[src/ifmt_pkg.sv]
package ifmt_pkg;

  localparam int MAX_FIELD_DEF = 63;
  localparam int VALUE_W       = 64;
  localparam int FIELD_W       = 6;
  localparam int RSEL_W        = 2;
  localparam int CHAR_W        = 8;
  localparam int NDIG          = 22;
  localparam int DIG_IDX_W     = $clog2(NDIG);
  localparam int BCD_DIGITS    = 20;
  localparam int STEP_W        = 4;

  localparam logic [RSEL_W-1:0] RSEL_OCT = 2'd1;
  localparam logic [RSEL_W-1:0] RSEL_HEX = 2'd2;

  localparam logic [DIG_IDX_W-1:0] TOP_DEC = 5'd19;
  localparam logic [DIG_IDX_W-1:0] TOP_OCT = 5'd21;
  localparam logic [DIG_IDX_W-1:0] TOP_HEX = 5'd15;

  localparam logic [CHAR_W-1:0] CH_SPACE   = 8'h20;
  localparam logic [CHAR_W-1:0] CH_ZERO    = 8'h30;
  localparam logic [CHAR_W-1:0] CH_MINUS   = 8'h2D;
  localparam logic [CHAR_W-1:0] CH_PLUS    = 8'h2B;
  localparam logic [CHAR_W-1:0] CH_UPPER_A = 8'h41;
  localparam logic [CHAR_W-1:0] CH_LOWER_A = 8'h61;

  typedef enum logic [1:0] {
    RADIX_DEC,
    RADIX_OCT,
    RADIX_HEX
  } radix_e;

  typedef enum logic [3:0] {
    ACT_NOP,
    ACT_WAIT,
    ACT_DAB_INIT,
    ACT_DABBLE,
    ACT_SCAN_INIT,
    ACT_SCAN,
    ACT_SIZE,
    ACT_LOAD_PAD,
    ACT_LOAD_LEN,
    ACT_EMIT_SPACE,
    ACT_EMIT_SIGN,
    ACT_EMIT_ZERO,
    ACT_EMIT_DIGIT
  } act_e;

  typedef enum logic [2:0] {
    COND_NEVER,
    COND_ALWAYS,
    COND_NOT_DEC,
    COND_NO_LEAD,
    COND_NO_SIGN,
    COND_NO_ZPAD,
    COND_NO_TRAIL
  } cond_e;

  typedef logic [STEP_W-1:0] step_t;

  localparam step_t ST_WAIT       = 4'd0;
  localparam step_t ST_DAB_INIT   = 4'd1;
  localparam step_t ST_DABBLE     = 4'd2;
  localparam step_t ST_SCAN_INIT  = 4'd3;
  localparam step_t ST_SCAN       = 4'd4;
  localparam step_t ST_SIZE       = 4'd5;
  localparam step_t ST_LOAD_LEAD  = 4'd6;
  localparam step_t ST_LEAD       = 4'd7;
  localparam step_t ST_SIGN       = 4'd8;
  localparam step_t ST_LOAD_ZPAD  = 4'd9;
  localparam step_t ST_ZPAD       = 4'd10;
  localparam step_t ST_LOAD_DIGS  = 4'd11;
  localparam step_t ST_DIGS       = 4'd12;
  localparam step_t ST_LOAD_TRAIL = 4'd13;
  localparam step_t ST_TRAIL      = 4'd14;
  localparam step_t ST_DONE       = 4'd15;

  // one control word: action, skip condition, skip target
  typedef struct packed {
    act_e  act;
    cond_e cond;
    step_t target;
  } uword_t;

  typedef struct packed {
    act_e act;
    logic run;
  } ctrl_t;

  typedef struct packed {
    logic done;
    logic not_dec;
    logic no_lead;
    logic no_sign;
    logic no_zpad;
    logic no_trail;
    logic rem_zero;
  } stat_t;

  function automatic uword_t ucode(step_t pc);
    uword_t w;
    case (pc)
      ST_WAIT:       w = '{ACT_WAIT,       COND_NEVER,    ST_WAIT};
      ST_DAB_INIT:   w = '{ACT_DAB_INIT,   COND_NOT_DEC,  ST_SCAN_INIT};
      ST_DABBLE:     w = '{ACT_DABBLE,     COND_NEVER,    ST_WAIT};
      ST_SCAN_INIT:  w = '{ACT_SCAN_INIT,  COND_NEVER,    ST_WAIT};
      ST_SCAN:       w = '{ACT_SCAN,       COND_NEVER,    ST_WAIT};
      ST_SIZE:       w = '{ACT_SIZE,       COND_NEVER,    ST_WAIT};
      ST_LOAD_LEAD:  w = '{ACT_LOAD_PAD,   COND_NEVER,    ST_WAIT};
      ST_LEAD:       w = '{ACT_EMIT_SPACE, COND_NO_LEAD,  ST_SIGN};
      ST_SIGN:       w = '{ACT_EMIT_SIGN,  COND_NO_SIGN,  ST_LOAD_ZPAD};
      ST_LOAD_ZPAD:  w = '{ACT_LOAD_PAD,   COND_NEVER,    ST_WAIT};
      ST_ZPAD:       w = '{ACT_EMIT_ZERO,  COND_NO_ZPAD,  ST_LOAD_DIGS};
      ST_LOAD_DIGS:  w = '{ACT_LOAD_LEN,   COND_NEVER,    ST_WAIT};
      ST_DIGS:       w = '{ACT_EMIT_DIGIT, COND_NEVER,    ST_WAIT};
      ST_LOAD_TRAIL: w = '{ACT_LOAD_PAD,   COND_NEVER,    ST_WAIT};
      ST_TRAIL:      w = '{ACT_EMIT_SPACE, COND_NO_TRAIL, ST_DONE};
      ST_DONE:       w = '{ACT_NOP,        COND_ALWAYS,   ST_WAIT};
      default:       w = '{ACT_NOP,        COND_ALWAYS,   ST_WAIT};
    endcase
    return w;
  endfunction

  function automatic logic [CHAR_W-1:0] digit_char(logic [3:0] d, logic upper);
    logic [CHAR_W-1:0] c;
    if (d < 4'd10) begin
      c = CH_ZERO + {4'b0000, d};
    end else begin
      c = (upper ? CH_UPPER_A : CH_LOWER_A) + {4'b0000, d} - 8'd10;
    end
    return c;
  endfunction

endpackage

[src/ifmt_in_if.sv]
interface ifmt_in_if;
  import ifmt_pkg::*;

  logic               valid;
  logic               ready;
  logic [VALUE_W-1:0] value;
  logic               is_signed;
  logic [RSEL_W-1:0]  radix_select;
  logic               upper_digits;
  logic               pad_zero;
  logic               left_justify;
  logic               force_plus;
  logic               blank_sign;
  logic [FIELD_W-1:0] min_width;
  logic [FIELD_W-1:0] min_digits;

  modport source (
    output valid, value, is_signed, radix_select, upper_digits, pad_zero,
           left_justify, force_plus, blank_sign, min_width, min_digits,
    input  ready
  );

  modport sink (
    input  valid, value, is_signed, radix_select, upper_digits, pad_zero,
           left_justify, force_plus, blank_sign, min_width, min_digits,
    output ready
  );
endinterface

[src/ifmt_out_if.sv]
interface ifmt_out_if;
  import ifmt_pkg::*;

  logic              valid;
  logic              ready;
  logic [CHAR_W-1:0] out_char;
  logic              is_last;

  modport source (
    output valid, out_char, is_last,
    input  ready
  );

  modport sink (
    input  valid, out_char, is_last,
    output ready
  );
endinterface

[src/ifmt_seq.sv]
module ifmt_seq (
  input  logic            clk_i,
  input  logic            rst_ni,
  input  ifmt_pkg::stat_t stat_i,
  output ifmt_pkg::ctrl_t ctrl_o
);
  import ifmt_pkg::*;

  step_t  pc_q;
  step_t  pc_d;
  uword_t uw;
  logic   skip;

  assign uw = ucode(pc_q);

  always_comb begin
    case (uw.cond)
      COND_NEVER:    skip = 1'b0;
      COND_ALWAYS:   skip = 1'b1;
      COND_NOT_DEC:  skip = stat_i.not_dec;
      COND_NO_LEAD:  skip = stat_i.no_lead;
      COND_NO_SIGN:  skip = stat_i.no_sign;
      COND_NO_ZPAD:  skip = stat_i.no_zpad;
      COND_NO_TRAIL: skip = stat_i.no_trail;
      default:       skip = 1'b0;
    endcase
  end

  always_comb begin
    ctrl_o.act = uw.act;
    ctrl_o.run = !skip;
  end

  always_comb begin
    pc_d = pc_q;
    if (skip) begin
      pc_d = uw.target;
    end else if (stat_i.done) begin
      pc_d = pc_q + 1'b1;
    end
  end

  always_ff @(posedge clk_i or negedge rst_ni) begin
    if (!rst_ni) begin
      pc_q <= ST_WAIT;
    end else begin
      pc_q <= pc_d;
    end
  end
endmodule

[src/ifmt_dp.sv]
module ifmt_dp #(
  parameter int MAX_FIELD = ifmt_pkg::MAX_FIELD_DEF
) (
  input  logic            clk_i,
  input  logic            rst_ni,
  input  ifmt_pkg::ctrl_t ctrl_i,
  output ifmt_pkg::stat_t stat_o,
  ifmt_in_if.sink         in_i,
  ifmt_out_if.source      out_o
);
  import ifmt_pkg::*;

  localparam int CNT_A = $clog2(VALUE_W + 1);
  localparam int CNT_B = $clog2(MAX_FIELD + 2);
  localparam int CNT_W = (CNT_A > CNT_B) ? CNT_A : CNT_B;
  localparam int BCD_W = 4 * BCD_DIGITS;
  localparam int DIG_W = 4 * NDIG;
  localparam int OCT_W = 3 * NDIG;
  localparam logic [CNT_W-1:0] LIMIT     = CNT_W'(MAX_FIELD - 1);
  localparam logic [CNT_W-1:0] DAB_STEPS = CNT_W'(VALUE_W);
  localparam logic [CNT_W-1:0] CNT_ONE   = CNT_W'(1);

  logic [VALUE_W-1:0]   mag_q;
  logic [BCD_W-1:0]     bcd_q;
  radix_e               radix_q;
  logic                 upper_q;
  logic                 zero_q;
  logic                 ljust_q;
  logic                 has_sign_q;
  logic [CHAR_W-1:0]    sign_char_q;
  logic [CNT_W-1:0]     width_q;
  logic [CNT_W-1:0]     prec_q;
  logic [DIG_IDX_W-1:0] top_q;
  logic [CNT_W-1:0]     len_q;
  logic [CNT_W-1:0]     pad_q;
  logic [CNT_W-1:0]     cnt_q;
  logic [CNT_W-1:0]     rem_q;
  logic                 out_valid_q;
  logic [CHAR_W-1:0]    out_char_q;
  logic                 out_last_q;

  logic                 neg;
  logic [VALUE_W-1:0]   mag_d;
  logic                 has_sign_d;
  logic [CHAR_W-1:0]    sign_char_d;
  radix_e               radix_d;
  logic [CNT_W-1:0]     w_ext;
  logic [CNT_W-1:0]     p_ext;
  logic [CNT_W-1:0]     width_d;
  logic [CNT_W-1:0]     prec_d;
  logic [BCD_W-1:0]     bcd_adj;
  logic [DIG_W-1:0]     bcd_ext;
  logic [DIG_W-1:0]     hex_ext;
  logic [OCT_W-1:0]     oct_ext;
  logic [3:0]           dig [NDIG];
  logic [CNT_W-1:0]     pos;
  logic [DIG_IDX_W-1:0] rd_idx;
  logic [3:0]           rd_dig;
  logic                 in_range;
  logic [CNT_W-1:0]     ndig;
  logic [CNT_W-1:0]     len_d;
  logic [CNT_W-1:0]     body;
  logic [CNT_W-1:0]     total;
  logic [CNT_W-1:0]     pad_d;
  logic [DIG_IDX_W-1:0] top_init;
  logic                 scan_more;
  logic                 emit_act;
  logic                 out_free;
  logic                 fire_in;
  logic                 fire_out;
  logic                 done;
  logic [CHAR_W-1:0]    char_d;

  // operand capture
  always_comb begin
    neg         = in_i.is_signed && in_i.value[VALUE_W-1];
    mag_d       = neg ? (VALUE_W'(0) - in_i.value) : in_i.value;
    has_sign_d  = in_i.is_signed && (neg || in_i.force_plus || in_i.blank_sign);
    if (neg) begin
      sign_char_d = CH_MINUS;
    end else if (in_i.force_plus) begin
      sign_char_d = CH_PLUS;
    end else begin
      sign_char_d = CH_SPACE;
    end
    case (in_i.radix_select)
      RSEL_OCT: radix_d = RADIX_OCT;
      RSEL_HEX: radix_d = RADIX_HEX;
      default:  radix_d = RADIX_DEC;
    endcase
    w_ext   = CNT_W'(in_i.min_width);
    p_ext   = CNT_W'(in_i.min_digits);
    width_d = (w_ext > LIMIT) ? LIMIT : w_ext;
    prec_d  = (p_ext > LIMIT) ? LIMIT : p_ext;
  end

  // add-3 correction ahead of each binary-to-bcd shift
  always_comb begin
    for (int k = 0; k < BCD_DIGITS; k++) begin
      bcd_adj[4*k +: 4] = (bcd_q[4*k +: 4] > 4'd4) ? (bcd_q[4*k +: 4] + 4'd3)
                                                   : bcd_q[4*k +: 4];
    end
  end

  // digit slots, least significant first
  always_comb begin
    bcd_ext = DIG_W'(bcd_q);
    hex_ext = DIG_W'(mag_q);
    oct_ext = OCT_W'(mag_q);
    for (int k = 0; k < NDIG; k++) begin
      case (radix_q)
        RADIX_OCT: dig[k] = {1'b0, oct_ext[3*k +: 3]};
        RADIX_HEX: dig[k] = hex_ext[4*k +: 4];
        default:   dig[k] = bcd_ext[4*k +: 4];
      endcase
    end
  end

  always_comb begin
    pos      = cnt_q - CNT_ONE;
    in_range = pos <= CNT_W'(top_q);
    rd_idx   = (ctrl_i.act == ACT_SCAN) ? top_q : pos[DIG_IDX_W-1:0];
    rd_dig   = dig[rd_idx];
    case (radix_q)
      RADIX_OCT: top_init = TOP_OCT;
      RADIX_HEX: top_init = TOP_HEX;
      default:   top_init = TOP_DEC;
    endcase
    scan_more = (rd_dig == 4'd0) && (top_q != '0);
  end

  // field sizing
  always_comb begin
    ndig  = CNT_W'(top_q) + CNT_ONE;
    len_d = (ndig > prec_q) ? ndig : prec_q;
    body  = len_d + CNT_W'(has_sign_q);
    total = (body > width_q) ? body : width_q;
    pad_d = total - body;
  end

  always_comb begin
    emit_act = ctrl_i.act inside {ACT_EMIT_SPACE, ACT_EMIT_SIGN, ACT_EMIT_ZERO,
                                  ACT_EMIT_DIGIT};
    out_free = !out_valid_q || out_o.ready;
    fire_in  = ctrl_i.run && (ctrl_i.act == ACT_WAIT) && in_i.valid;
    fire_out = ctrl_i.run && emit_act && out_free;
    case (ctrl_i.act)
      ACT_EMIT_SPACE: char_d = CH_SPACE;
      ACT_EMIT_SIGN:  char_d = sign_char_q;
      ACT_EMIT_ZERO:  char_d = CH_ZERO;
      ACT_EMIT_DIGIT: char_d = in_range ? digit_char(rd_dig, upper_q) : CH_ZERO;
      default:        char_d = CH_SPACE;
    endcase
  end

  always_comb begin
    case (ctrl_i.act)
      ACT_WAIT:       done = in_i.valid;
      ACT_DABBLE:     done = (cnt_q == CNT_ONE);
      ACT_SCAN:       done = !scan_more;
      ACT_EMIT_SIGN:  done = out_free;
      ACT_EMIT_SPACE,
      ACT_EMIT_ZERO,
      ACT_EMIT_DIGIT: done = out_free && (cnt_q == CNT_ONE);
      default:        done = 1'b1;
    endcase
  end

  always_ff @(posedge clk_i or negedge rst_ni) begin
    if (!rst_ni) begin
      cnt_q       <= '0;
      rem_q       <= '0;
      out_valid_q <= 1'b0;
    end else begin
      if (ctrl_i.run) begin
        case (ctrl_i.act)
          ACT_DAB_INIT:   cnt_q <= DAB_STEPS;
          ACT_DABBLE:     cnt_q <= cnt_q - CNT_ONE;
          ACT_LOAD_PAD:   cnt_q <= pad_q;
          ACT_LOAD_LEN:   cnt_q <= len_q;
          ACT_EMIT_SPACE,
          ACT_EMIT_ZERO,
          ACT_EMIT_DIGIT: if (out_free) cnt_q <= cnt_q - CNT_ONE;
          default:        cnt_q <= cnt_q;
        endcase
      end
      if (ctrl_i.run && (ctrl_i.act == ACT_SIZE)) begin
        rem_q <= total;
      end else if (fire_out) begin
        rem_q <= rem_q - CNT_ONE;
      end
      if (fire_out) begin
        out_valid_q <= 1'b1;
      end else if (out_o.ready) begin
        out_valid_q <= 1'b0;
      end
    end
  end

  always_ff @(posedge clk_i) begin
    if (fire_in) begin
      mag_q       <= mag_d;
      radix_q     <= radix_d;
      upper_q     <= in_i.upper_digits;
      zero_q      <= in_i.pad_zero;
      ljust_q     <= in_i.left_justify;
      has_sign_q  <= has_sign_d;
      sign_char_q <= sign_char_d;
      width_q     <= width_d;
      prec_q      <= prec_d;
    end else if (ctrl_i.run && (ctrl_i.act == ACT_DABBLE)) begin
      mag_q <= {mag_q[VALUE_W-2:0], 1'b0};
    end
    if (ctrl_i.run && (ctrl_i.act == ACT_DAB_INIT)) begin
      bcd_q <= '0;
    end else if (ctrl_i.run && (ctrl_i.act == ACT_DABBLE)) begin
      bcd_q <= {bcd_adj[BCD_W-2:0], mag_q[VALUE_W-1]};
    end
    if (ctrl_i.run && (ctrl_i.act == ACT_SCAN_INIT)) begin
      top_q <= top_init;
    end else if (ctrl_i.run && (ctrl_i.act == ACT_SCAN) && scan_more) begin
      top_q <= top_q - 1'b1;
    end
    if (ctrl_i.run && (ctrl_i.act == ACT_SIZE)) begin
      len_q <= len_d;
      pad_q <= pad_d;
    end
    if (fire_out) begin
      out_char_q <= char_d;
      out_last_q <= (rem_q == CNT_ONE);
    end
  end

  assign in_i.ready     = ctrl_i.run && (ctrl_i.act == ACT_WAIT);
  assign out_o.valid    = out_valid_q;
  assign out_o.out_char = out_char_q;
  assign out_o.is_last  = out_last_q;

  always_comb begin
    stat_o.done     = done;
    stat_o.not_dec  = (radix_q != RADIX_DEC);
    stat_o.no_lead  = zero_q || ljust_q || (pad_q == '0);
    stat_o.no_sign  = !has_sign_q;
    stat_o.no_zpad  = !zero_q || ljust_q || (pad_q == '0);
    stat_o.no_trail = !ljust_q || (pad_q == '0);
    stat_o.rem_zero = (rem_q == '0);
  end
endmodule

[src/integer_field_formatter_core.sv]
// channel | role   | payload
// in_i    | sink   | value, is_signed, radix_select, upper_digits, pad_zero, left_justify,
//         |        | force_plus, blank_sign, min_width, min_digits
// out_o   | source | out_char, is_last (one transfer per character)
//
// one item at a time: accept, then for decimal only the binary to bcd shift of all 64 bits,
// a scan past leading zero digit slots (up to 21), the fixed sequencer steps,
// one step per empty field section (two to four), and one character per cycle
// while the sink keeps ready high; the microcode step counter and the single shift
// unit set this pace
// asynchronous active-low reset returns the sequencer to the wait step with no output pending
// a stalled sink holds the output register and the character sequencer
module integer_field_formatter_core #(
  parameter int MAX_FIELD = ifmt_pkg::MAX_FIELD_DEF
) (
  input logic        clk_i,
  input logic        rst_ni,
  ifmt_in_if.sink    in_i,
  ifmt_out_if.source out_o
);
  import ifmt_pkg::*;

  ctrl_t ctrl;
  stat_t stat;

  ifmt_seq u_seq (
    .clk_i  (clk_i),
    .rst_ni (rst_ni),
    .stat_i (stat),
    .ctrl_o (ctrl)
  );

  ifmt_dp #(
    .MAX_FIELD (MAX_FIELD)
  ) u_dp (
    .clk_i  (clk_i),
    .rst_ni (rst_ni),
    .ctrl_i (ctrl),
    .stat_o (stat),
    .in_i   (in_i),
    .out_o  (out_o)
  );

  // every character of the previous field has been loaded into the output register before a new item is taken
  a_idle_rem_zero: assert property (@(posedge clk_i) disable iff (!rst_ni)
    in_i.ready |-> stat.rem_zero)
    else $error("new item accepted with characters still owed");

  a_one_item: assert property (@(posedge clk_i) disable iff (!rst_ni)
    (in_i.valid && in_i.ready) |=> !in_i.ready)
    else $error("input ready straight after a transfer");

  a_dabble_dec: assert property (@(posedge clk_i) disable iff (!rst_ni)
    (ctrl.run && ctrl.act == ACT_DABBLE) |-> !stat.not_dec)
    else $error("bcd shift running for a non-decimal radix");
endmodule

[src/flat_wrapper.sv]
// flat-port wrapper written by rule: the top's interface ports become plain ports
module integer_field_formatter_core_flat import ifmt_pkg::*;
#(
  parameter int MAX_FIELD = ifmt_pkg::MAX_FIELD_DEF
)
  (clk_i, rst_ni, in_i_valid, in_i_value, in_i_is_signed, in_i_radix_select, in_i_upper_digits, in_i_pad_zero, in_i_left_justify, in_i_force_plus, in_i_blank_sign, in_i_min_width, in_i_min_digits, in_i_ready, out_o_valid, out_o_out_char, out_o_is_last, out_o_ready);
  ifmt_in_if in_i_i ();
  ifmt_out_if out_o_i ();
  input logic clk_i;
  input logic rst_ni;
  input wire logic [$bits(in_i_i.valid)-1:0] in_i_valid;
  input wire logic [$bits(in_i_i.value)-1:0] in_i_value;
  input wire logic [$bits(in_i_i.is_signed)-1:0] in_i_is_signed;
  input wire logic [$bits(in_i_i.radix_select)-1:0] in_i_radix_select;
  input wire logic [$bits(in_i_i.upper_digits)-1:0] in_i_upper_digits;
  input wire logic [$bits(in_i_i.pad_zero)-1:0] in_i_pad_zero;
  input wire logic [$bits(in_i_i.left_justify)-1:0] in_i_left_justify;
  input wire logic [$bits(in_i_i.force_plus)-1:0] in_i_force_plus;
  input wire logic [$bits(in_i_i.blank_sign)-1:0] in_i_blank_sign;
  input wire logic [$bits(in_i_i.min_width)-1:0] in_i_min_width;
  input wire logic [$bits(in_i_i.min_digits)-1:0] in_i_min_digits;
  output wire logic [$bits(in_i_i.ready)-1:0] in_i_ready;
  output wire logic [$bits(out_o_i.valid)-1:0] out_o_valid;
  output wire logic [$bits(out_o_i.out_char)-1:0] out_o_out_char;
  output wire logic [$bits(out_o_i.is_last)-1:0] out_o_is_last;
  input wire logic [$bits(out_o_i.ready)-1:0] out_o_ready;
  assign in_i_i.valid = in_i_valid;
  assign in_i_i.value = in_i_value;
  assign in_i_i.is_signed = in_i_is_signed;
  assign in_i_i.radix_select = in_i_radix_select;
  assign in_i_i.upper_digits = in_i_upper_digits;
  assign in_i_i.pad_zero = in_i_pad_zero;
  assign in_i_i.left_justify = in_i_left_justify;
  assign in_i_i.force_plus = in_i_force_plus;
  assign in_i_i.blank_sign = in_i_blank_sign;
  assign in_i_i.min_width = in_i_min_width;
  assign in_i_i.min_digits = in_i_min_digits;
  assign in_i_ready = in_i_i.ready;
  assign out_o_valid = out_o_i.valid;
  assign out_o_out_char = out_o_i.out_char;
  assign out_o_is_last = out_o_i.is_last;
  assign out_o_i.ready = out_o_ready;
  integer_field_formatter_core #(.MAX_FIELD(MAX_FIELD)) u_core (.clk_i(clk_i), .rst_ni(rst_ni), .in_i(in_i_i), .out_o(out_o_i));
endmodule
[config.mk]
export PLATFORM = sky130hd
export DESIGN_NAME = integer_field_formatter_core_flat
export DESIGN_NICKNAME = d
export VERILOG_FILES = /design/src/ifmt_pkg.sv /design/src/ifmt_in_if.sv /design/src/ifmt_out_if.sv /design/src/ifmt_seq.sv /design/src/ifmt_dp.sv /design/src/integer_field_formatter_core.sv /design/src/flat_wrapper.sv
export SDC_FILE = /design/constraint.sdc
export NUM_CORES = 1
export LEC_CHECK = 0
export BUFFER_PORTS_ARGS = -buffer_cell sky130_fd_sc_hd__buf_4
export CAP_MARGIN = 10
export CORE_AREA = 4 4 179 181
export DETAILED_ROUTE_END_ITERATION = 12
export DIE_AREA = 0 0 183 185
export PLACE_DENSITY = 0.68
export SETUP_SLACK_MARGIN = 0.1
export SYNTH_ARGS = -nofsm -noshare
export SYNTH_HDL_FRONTEND = slang
export SYNTH_SLANG_ARGS = --single-unit
[constraint.sdc]
create_clock -name clk_i -period 7.85 [get_ports clk_i]
set_input_delay 0.3925 -clock clk_i [delete_from_list [all_inputs] [get_ports clk_i]]
set_output_delay 0.3925 -clock clk_i [all_outputs]
set_load 0.005 [all_outputs]
==> results_tabular.tex, run 1 <==
\begin{tabular}{lr}
\hline
Metric & Value \\
\hline
\multicolumn{2}{l}{\textbf{Power and ir drop}} \\
\quad Cell area power density & between 400 and 500 nW/um\^{}2 \\
\quad Maximum vdd drop & between 0.2 and 0.3 mV \\
\quad Total design power & roughly 7.8 mW \\
\quad Static power due to leakage & 6.53 nW \\
\multicolumn{2}{l}{\textbf{Synthesis}} \\
\quad Net count after synthesis & between 1500 and 2000 \\
\quad YS warnings & 0 \\
\quad Most used flip-flop cell after synthesis & edfxtp\_1 \\
\quad Count leader, synth & nand2\_1 \\
\quad Library cell with the largest summed area after synthesis & edfxtp\_1 \\
\quad Area share of the leading cell type in the synthesized netlist & 22.2\% \\
\quad Seq/Total Area, Yosys & around 36\% \\
\quad Number of synthesized flops with an enable pin & 111 \\
\quad Mean instance size in the synthesized netlist & around 8.3 um\^{}2 \\
\quad Netlist Area Pre-Place & around 15000 um\^{}2 \\
\quad Number of instances in the synthesized netlist & about 1800 \\
\quad Async set-or-reset flop fraction in the synthesized netlist & 9.05\% \\
\quad Distinct cells, synth & 96 \\
\quad Top post-synthesis cells by count & 241 x nand2\_1, 175 x o21ai\_0, 149 x a21oi\_1 \\
\quad Top post-synthesis cells by area & edfxtp\_1 22\%, dfxtp\_1 11\%, nand2\_1 6.0\% \\
\quad Seq cells post-synth & between 200 and 250 \\
\multicolumn{2}{l}{\textbf{Placed design}} \\
\quad Placed wire-length estimate after detailed placement & around 30000 um \\
\quad Number of placed cells counting well taps & $\sim$2200 \\
\quad Placement Cell Area & 16000 um\^{}2 \\
\quad GPL Wtd Cong & between 0.9 and 1 \\
\quad Buffers on Ports & 97 \\
\quad Worst setup timing slack at the placement stage & $\sim$1.1 ns \\
\multicolumn{2}{l}{\textbf{Timing}} \\
\quad Max-slew violation count & 0 \\
\quad RSZ-0062 raised after global routing & no \\
\quad Final hold violation count & 0 \\
\quad Max frequency & 0.144 GHz \\
\quad Slew at the pin with the worst max-slew slack & 1.04 ns \\
\quad Finish-stage setup viols & 0 \\
\quad Worst slew margin relative to its limit & 30.1\% \\
\quad Post-route setup slack & 0.896 ns \\
\quad Post-route clock period utilization & between 80\% and 90\% \\
\quad Period minus WS final & $\sim$7 ns \\
\quad Worst hold margin & $\sim$0.029 ns \\
\quad Setup Total Neg Slack & 0 ns \\
\quad Layout Skew & roughly 0.018 ns \\
\multicolumn{2}{l}{\textbf{Setup path}} \\
\quad Most frequent cell on the critical path & ha\_1 \\
\quad WP data required & 8.14 ns \\
\quad Worst Reg-to-Reg Cells & 30 \\
\quad Max stage delay on crit path & 0.76 ns \\
\quad Worst R2R Start & u\_core.u\_dp.top\_q[0]\$\_SDFFCE\_PP1P\_ \\
\quad Data arrival time of the worst path & between 7 and 8 ns \\
\quad Critical Path Fanout Max & 11 \\
\quad Critical Path Slowest Stage Cell & a32oi\_1 \\
\quad Startpoint Class & flip-flop \\
\quad Setup crit end kind & flip-flop \\
\quad R2R setup slack & 0.90 ns \\
\quad Category of the most critical setup path & flip-flop to flip-flop \\
\quad Endpoint of the lowest-slack register-to-register path & u\_core.u\_dp.pad\_q[5]\$\_DFFE\_PP\_ \\
\multicolumn{2}{l}{\textbf{Finish}} \\
\quad Layout Nets & 1989 \\
\quad Number of diodes added for antenna fixing & 0 \\
\quad Total of fill cells in the finished design & 2791 \\
\quad Final core utilization & between 50 and 60\% \\
\quad P\&R area growth vs syn & 12.3\% \\
\quad Sequential cell area & approximately 5400 um\^{}2 \\
\quad Area taken by multi-input logic gates & roughly 8700 um\^{}2 \\
\quad Number of standard cells in the layout, taps in and fillers out & between 2000 and 2500 \\
\quad Fraction of layout instances using a drive strength above 1 & 11.3\% \\
\quad Final design instance area without fill & 16900 um\^{}2 \\
\multicolumn{2}{l}{\textbf{Clock tree}} \\
\quad Clock net sink count & 210 \\
\quad Number of buffers added for setup after CTS & 0 \\
\quad Clock Path Buffers & 3 \\
\quad Clk pin slew, worst setup/hold paths & about 0.060 ns \\
\quad Number of CTS-inserted buffers & 26 \\
\quad Root Buffer Master & clkbuf\_16 \\
\quad Clock tree from TritonCTS & yes \\
\quad Insertion delay to the later sink of the worst-skew pair & 0.55 ns \\
\quad H-tree levels & 1 \\
\multicolumn{2}{l}{\textbf{Die}} \\
\quad Starting utilization of the core area & about half \\
\quad Placement Rows & between 60 and 70 \\
\quad Height of the chip & 185 um \\
\quad Ports & about 100 \\
\quad Horizontal die dimension & 183 um \\
\quad Core Box Area & around 30000 um\^{}2 \\
\quad Total Die Area & approximately 34000 um\^{}2 \\
\multicolumn{2}{l}{\textbf{Hold path}} \\
\quad Startpoint of the lowest-slack hold path & in\_i\_left\_justify \\
\quad Hold Path Sink & u\_core.u\_dp.ljust\_q\$\_DFFE\_PP\_ \\
\quad Worst hold path stage count & 1 \\
\quad Worst Hold Class & input pin to flip-flop \\
\multicolumn{2}{l}{\textbf{Drt}} \\
\quad Via count & between 10000 and 15000 \\
\quad Routed vias/inst & approximately 6.1 \\
\quad Number of nets still failing antenna checks after routing & 0 \\
\quad Violation count after the first detailed-routing iteration & approximately 1300 \\
\quad DR pass1 iterations & 8 \\
\quad DRC Markers & 0 \\
\quad Total routed wirelength & 41600 um \\
\quad WL/cell & between 15 and 20 um \\
\multicolumn{2}{l}{\textbf{Global routing}} \\
\quad Wire length of the first global-routing pass & around 66000 um \\
\quad Antenna violations before repair & 0 \\
\quad Total global-route track usage & a little under a quarter \\
\quad Overflow left after global routing & 0 \\
\quad Vias in the first global route & 12486 \\
\quad Pin count of the biggest net entering global routing & 110 \\
\multicolumn{2}{l}{\textbf{Outcome}} \\
\quad Run status & finished, final reports clean \\
\multicolumn{2}{l}{\textbf{Flow run}} \\
\quad Number of violations of the max-capacitance limit & 0 \\
\hline
\end{tabular}
[sequential cells by signal, summed over array words and instances (netlist names), 2 cells and up]
register / cells
u_core.u_dp.pad_q: 7
u_core.u_dp.top_q: 5
u_core.u_dp.width_q: 6
u_core.u_seq.pc_q: 4
u_core.u_dp.len_q: 6
u_core.u_dp.out_o.out_char: 7
u_core.u_dp.mag_q: 64
u_core.u_dp.prec_q: 6
u_core.u_dp.rem_q: 7
u_core.u_dp.sign_char_q: 3
u_core.u_dp.cnt_q: 7
u_core.u_dp.radix_q: 2
u_core.u_dp.bcd_q: 80
[area by class of cell]
cell class                      instances  share of cell area [%]
Sequential cell                       210                    32.0
Inverter                              125                    2.78
Multi-Input combinational cell       1353                    51.6
Timing Repair Buffer                  120                    5.35
Tap cell                              396                    2.93
Clock inverter                          9                   0.585
Clock buffer                           39                    4.75
[layer usage]
layer	vias to the layer above	track usage [%]	part of all wire, %
li1	6611	-	-
met1	6429	35.9	47
met2	527	35.8	43
met3	77	2.65	7.9
met4	0	5.93	2.4
met5	-	0	0
[cell families (layout without fill, tap and decap cells)]
kind of cell	count (synthesis)	count (layout)	share of synthesized area (%)
other cells	1	1	0.0250
xor+xnor	110	110	6.46
mux	50	50	3.57
buf+inv	238	293	6.37
compound gates	580	580	25.3
flops	210	210	36.0
simple gates	547	547	16.8
fa+ha+maj	65	65	5.46
[worst max-delay path: cells and delay by family (launching register included)]
kind,cells,cell delay [ns]
AOI/OAI and AO/OA,14,2.63
xor gates and xnor gates,2,0.29
adders and majority gates,6,1.71
buffers and inverters,3,0.29
DFF,1,0.65
muxes,1,0.38
and+or+nand+nor,4,0.75
[what timing repair did]
item	4_1_cts	5_1_grt
hold buffers	1	0
resized for setup	0	0
hold endpoints to repair	19	0
[worst max-delay path by stage]
stage                     cells past startpoint                              to                          startpoint  slack [ns]
final                                        30  u_core.u_dp.pad_q[5]$_DFFE_PP_  u_core.u_dp.top_q[0]$_SDFFCE_PP1P_        0.90
after global placement                       30  u_core.u_dp.pad_q[5]$_DFFE_PP_  u_core.u_dp.top_q[0]$_SDFFCE_PP1P_        1.36
after floorplan                              30  u_core.u_dp.pad_q[5]$_DFFE_PP_  u_core.u_dp.top_q[0]$_SDFFCE_PP1P_        1.90
after detailed placement                     30  u_core.u_dp.pad_q[5]$_DFFE_PP_  u_core.u_dp.top_q[0]$_SDFFCE_PP1P_        1.11
after CTS                                    30  u_core.u_dp.pad_q[5]$_DFFE_PP_  u_core.u_dp.top_q[0]$_SDFFCE_PP1P_        1.06
after global routing                         30  u_core.u_dp.pad_q[5]$_DFFE_PP_  u_core.u_dp.top_q[0]$_SDFFCE_PP1P_        0.45
[layout by cell type, fill, tap and decap left out, types with 6 or more instances in the layout]
cell type  instances
a222oi_1           6
and3_1            23
a221o_1            7
mux2i_1           40
nand3_1           60
mux2_2             6
a211oi_1          51
inv_1            123
nand2b_1          12
nand2_1          239
o211ai_1          15
dfxtp_1           80
nor4_1            11
xnor2_1           65
edfxtp_1         111
a31oi_1           10
o21ai_1            8
o21ai_0          175
ha_1              62
clkbuf_16         28
o31ai_1           16
o41ai_1            6
nand4_1            6
nor3_1            58
a221oi_1          13
a22o_1             6
nor2_1            84
o21a_1             9
a22oi_1           29
clkbuf_8           6
a21o_1            11
a211o_1            7
a21oi_1          149
xor2_1            44
o2111ai_1         14
nor2b_1            9
buf_4            119
dfrtp_1           19
[where the power goes]
| part | internal [mW] | switching, mW | total (mW) |
|---|---|---|---|
| Combinational | 1.61 | 2.68 | 4.29 |
| Clock | 0.768 | 0.483 | 1.25 |
| Sequential | 1.73 | 0.483 | 2.21 |
No activity file was read; power rests on OpenSTA's default activity.
==> inputs of run 2 (changes only) <==
==> constraint.sdc (replaced) <==
create_clock -name clk_i -period 6.8 [get_ports clk_i]
set_input_delay 0.34 -clock clk_i [delete_from_list [all_inputs] [get_ports clk_i]]
set_output_delay 0.34 -clock clk_i [all_outputs]
set_load 0.005 [all_outputs]
==> run 2 against run 1 <==
Net effect:
- clock power is 11% higher
- routed wire length down 0.56%
- sequential cell count stayed put
- register-to-register slack worse by 0.29 ns
- critical path depth down 1
- largest power group unchanged
- power up 15%
- cell count up 0.62%
- global-route usage up 0.11 points
==> results_tabular.tex, run 2 (synthesis gave the netlist of run 1 again) <==
\begin{tabular}{lr}
\hline
Metric & Value \\
\hline
\multicolumn{2}{l}{\textbf{Clock tree}} \\
\quad Clock tree from TritonCTS & yes \\
\quad Root Buffer Master & clkbuf\_16 \\
\quad Clock Path Buffers & 3 (unchanged) \\
\quad H-tree levels & 1 (unchanged) \\
\quad Number of buffers added for setup after CTS & 0 (unchanged) \\
\quad Number of CTS-inserted buffers & 25 (-3.8\%) \\
\quad Insertion delay to the later sink of the worst-skew pair & 0.53 ns (-0.02 ns) \\
\quad Clock net sink count & 210 (unchanged) \\
\quad Clk pin slew, worst setup/hold paths & 0.06 ns (about the same) \\
\multicolumn{2}{l}{\textbf{Outcome}} \\
\quad Run status & finished, final reports clean \\
\multicolumn{2}{l}{\textbf{Finish}} \\
\quad Largest registers in the final layout & u\_core.u\_dp.bcd\_q: 80 flops, u\_core.u\_dp.mag\_q: 64 flops \\
\quad Layout Nets & 2005 (+0.80\%) \\
\quad Total of fill cells in the finished design & 2771 (-0.72\%) \\
\quad Number of diodes added for antenna fixing & 0 (unchanged) \\
\quad Most frequent cells in the layout & 238 x nand2\_1, 174 x o21ai\_0, 149 x a21oi\_1, 123 x buf\_4, 122 x inv\_1 \\
\quad Number of standard cells in the layout, taps in and fillers out & 2266 (+0.62\%) \\
\quad Fraction of layout instances using a drive strength above 1 & 11.8\% (+0.45 points) \\
\quad Most common cell after layout, fill and taps aside & nand2\_1 \\
\quad P\&R area growth vs syn & 13.4\% \\
\quad Number of flip-flops under the largest register name & 80 (unchanged) \\
\quad Biggest register & u\_core.u\_dp.bcd\_q \\
\multicolumn{2}{l}{\textbf{Timing}} \\
\quad Final hold violation count & 0 (unchanged) \\
\quad RSZ-0062 raised after global routing & no \\
\quad Slew at the pin with the worst max-slew slack & 1.04 ns (-0.00812 ns) \\
\quad Post-route clock period utilization & 91.0\% (+2.4 points) \\
\quad Layout Skew & 0.0139 ns (-0.00369 ns) \\
\quad Period minus WS final & 6.19 ns (-0.764 ns) \\
\quad Post-route setup slack & 0.610 ns (-0.286 ns) \\
\quad Setup Total Neg Slack & 0 ns (unchanged) \\
\quad Worst slew margin relative to its limit & 29.5\% (-0.58 points) \\
\quad Max-slew violation count & 0 (unchanged) \\
\quad Max frequency & 0.162 GHz (+12\%) \\
\quad Finish-stage setup viols & 0 (unchanged) \\
\multicolumn{2}{l}{\textbf{Drt}} \\
\quad DRC Markers & 0 (unchanged) \\
\quad DR pass1 iterations & 6 (-2) \\
\quad Violation count after the first detailed-routing iteration & 1292 (+2.6\%) \\
\quad Via count & 13648 (+0.029\%) \\
\quad Routed vias/inst & 6.02 (-0.59\%) \\
\quad Total routed wirelength & 41300 um (-0.56\%) \\
\quad WL/cell & 18.2 um (-1.2\%) \\
\quad Number of nets still failing antenna checks after routing & 0 (unchanged) \\
\multicolumn{2}{l}{\textbf{Global routing}} \\
\quad Antenna violations before repair & 1 (+1) \\
\quad Overflow left after global routing & 0 (unchanged) \\
\quad Pin count of the biggest net entering global routing & 81 (-26\%) \\
\quad Total global-route track usage & 23.7\% (+0.11 points) \\
\quad Wire length of the first global-routing pass & 66400 um (about the same) \\
\quad Vias in the first global route & 12505 (+0.15\%) \\
\multicolumn{2}{l}{\textbf{Power and ir drop}} \\
\quad Switching power total & 4.20 mW (+15\%) \\
\quad Cell-internal power & 4.71 mW (+15\%) \\
\quad Total design power & 8.91 mW (+15\%) \\
\quad Cell area power density & 523 nW/um\^{}2 (+14\%) \\
\quad Static power due to leakage & 6.58 nW (+0.85\%) \\
\quad Switching Share & 47.1\% (+0.13 points) \\
\quad Share of total power in combinational logic & 56.0\% (+0.7 points) \\
\quad Power share of the clock group & 15.6\% (-0.5 points) \\
\quad Maximum vdd drop & 0.258 mV (+1.3\%) \\
\quad Sequential power share & 28.4\% (about the same) \\
\multicolumn{2}{l}{\textbf{Placed design}} \\
\quad Worst setup timing slack at the placement stage & 0.178 ns (-0.936 ns) \\
\quad Number of placed cells counting well taps & 2207 (+0.18\%) \\
\quad Buffers on Ports & 97 (unchanged) \\
\quad GPL Wtd Cong & 0.929 (+0.78\%) \\
\quad Placed wire-length estimate after detailed placement & 29900 um (+0.52\%) \\
\multicolumn{2}{l}{\textbf{Setup path}} \\
\quad Category of the most critical setup path & flip-flop to flip-flop \\
\quad Critical Path Fanout Max & 10 (-1) \\
\quad Max stage delay on crit path & 0.49 ns (-0.27 ns) \\
\quad Setup crit end kind & flip-flop \\
\quad Most frequent cell on the critical path & ha\_1 \\
\quad Data arrival time of the worst path & 6.46 ns (-0.79 ns) \\
\quad WP data required & 7.07 ns (-1.07 ns) \\
\quad Startpoint Class & flip-flop \\
\quad Critical Path Slowest Stage Cell & edfxtp\_1 \\
\multicolumn{2}{l}{\textbf{Die}} \\
\quad Horizontal die dimension & 183 um (unchanged) \\
\quad Core Box Area & 30400 um\^{}2 (unchanged) \\
\quad Ports & 99 (unchanged) \\
\quad Height of the chip & 185 um (unchanged) \\
\quad Starting utilization of the core area & 49.4\% (unchanged) \\
\quad Placement Rows & 64 (unchanged) \\
\quad Total Die Area & 33900 um\^{}2 (unchanged) \\
\multicolumn{2}{l}{\textbf{Flow run}} \\
\quad Number of violations of the max-capacitance limit & 0 (unchanged) \\
\multicolumn{2}{l}{\textbf{Hold path}} \\
\quad Worst Hold Class & input pin to flip-flop \\
\hline
\end{tabular}
[run 2: cell types whose count changed in the layout (fill, tap and decap cells not counted), sizes merged]
cell         before  now
bufinv            2    3
clkbuf           39   31
clkinv            8   10
dlygate4sd3       1   14
clkinvlp          0    1
buf             119  123
inv             124  125
[run 2: routing by layer]
layer	GRT usage, %	vias to the layer above	wire length, um
met5	0	-	20
met4	5.96	2	924
met3	3.20	68	2880
met2	36.0	495	18100
met1	35.7	6438	19400
li1	-	6645	-
[run 2: worst max-delay path: cells and delay by family, from the launching register on]
kind	cells	cell delay [ns]
buf+inv	3	0.31
xor+xnor	2	0.31
compound gates	14	2.35
fa+ha+maj	6	1.62
simple gates	3	0.61
mux	1	0.24
flops	1	0.49
[run 2: cell type report]
| cell class | instances | area, um^2 | share of cell area, % |
|---|---|---|---|
| Multi-Input combinational cell | 1353 | 8740 | 51.3 |
| Sequential cell | 210 | 5410 | 31.8 |
| Timing Repair Buffer | 137 | 1060 | 6.24 |
| Clock buffer | 31 | 699 | 4.11 |
| Tap cell | 396 | 495 | 2.91 |
| Inverter | 125 | 469 | 2.75 |
| Clock inverter | 14 | 154 | 0.903 |
[run 2: metrics by stage]
| step | utilization [%] | hold WS (ns) | cell area, um^2 |
|---|---|---|---|
| floorplan | - | 0.0444 | 15000 |
| global placement | 52.6 | 0.236 | 16000 |
| detailed placement | 52.6 | 0.244 | 16000 |
| CTS | 55.9 | 0.0806 | 17000 |
| global route | 56.0 | 0.0878 | 17000 |
| finish | 56.0 | 0.104 | 17000 |
[run 2: worst paths after layout]
path / from / endpoint / slack, ns / cells past startpoint
max: u_core.u_dp.top_q[1]$_DFFE_PP_ / u_core.u_dp.pad_q[5]$_DFFE_PP_ / 0.61 / 29
min: in_i_force_plus / u_core.u_dp.sign_char_q[1]$_SDFFCE_PP0P_ / 0.10 / 2
max reg2reg: u_core.u_dp.top_q[1]$_DFFE_PP_ / u_core.u_dp.pad_q[5]$_DFFE_PP_ / 0.61 / 29
min reg2reg: u_core.u_dp.bcd_q[77]$_SDFFE_PP0P_ / u_core.u_dp.bcd_q[77]$_SDFFE_PP0P_ / 0.47 / 2
max in group asynchronous: rst_ni / u_core.u_dp.cnt_q[4]$_DFFE_PN0P_ / 6.30 / 2
min in group asynchronous: rst_ni / u_core.u_dp.rem_q[0]$_DFFE_PN0P_ / 0.27 / 2
[run 2: power groups by stage]
| stage | Clock [mW] | Sequential [mW] | Combinational, mW |
|---|---|---|---|
| final | 1.39 | 2.54 | 4.99 |
| after global routing | 1.46 | 2.59 | 5.55 |
| after CTS | 1.42 | 2.51 | 4.90 |
| after detailed placement | 0 | 2.53 | 4.87 |
| after global placement | 0 | 2.52 | 4.76 |
| after floorplan | 0 | 2.30 | 3.78 |
[run 2: what timing repair did]
item                                   CTS  global route
endpoints found under the hold margin   32             0
setup endpoints to repair                0             5
gates resized for setup                  0             7
hold buffers                            14             0
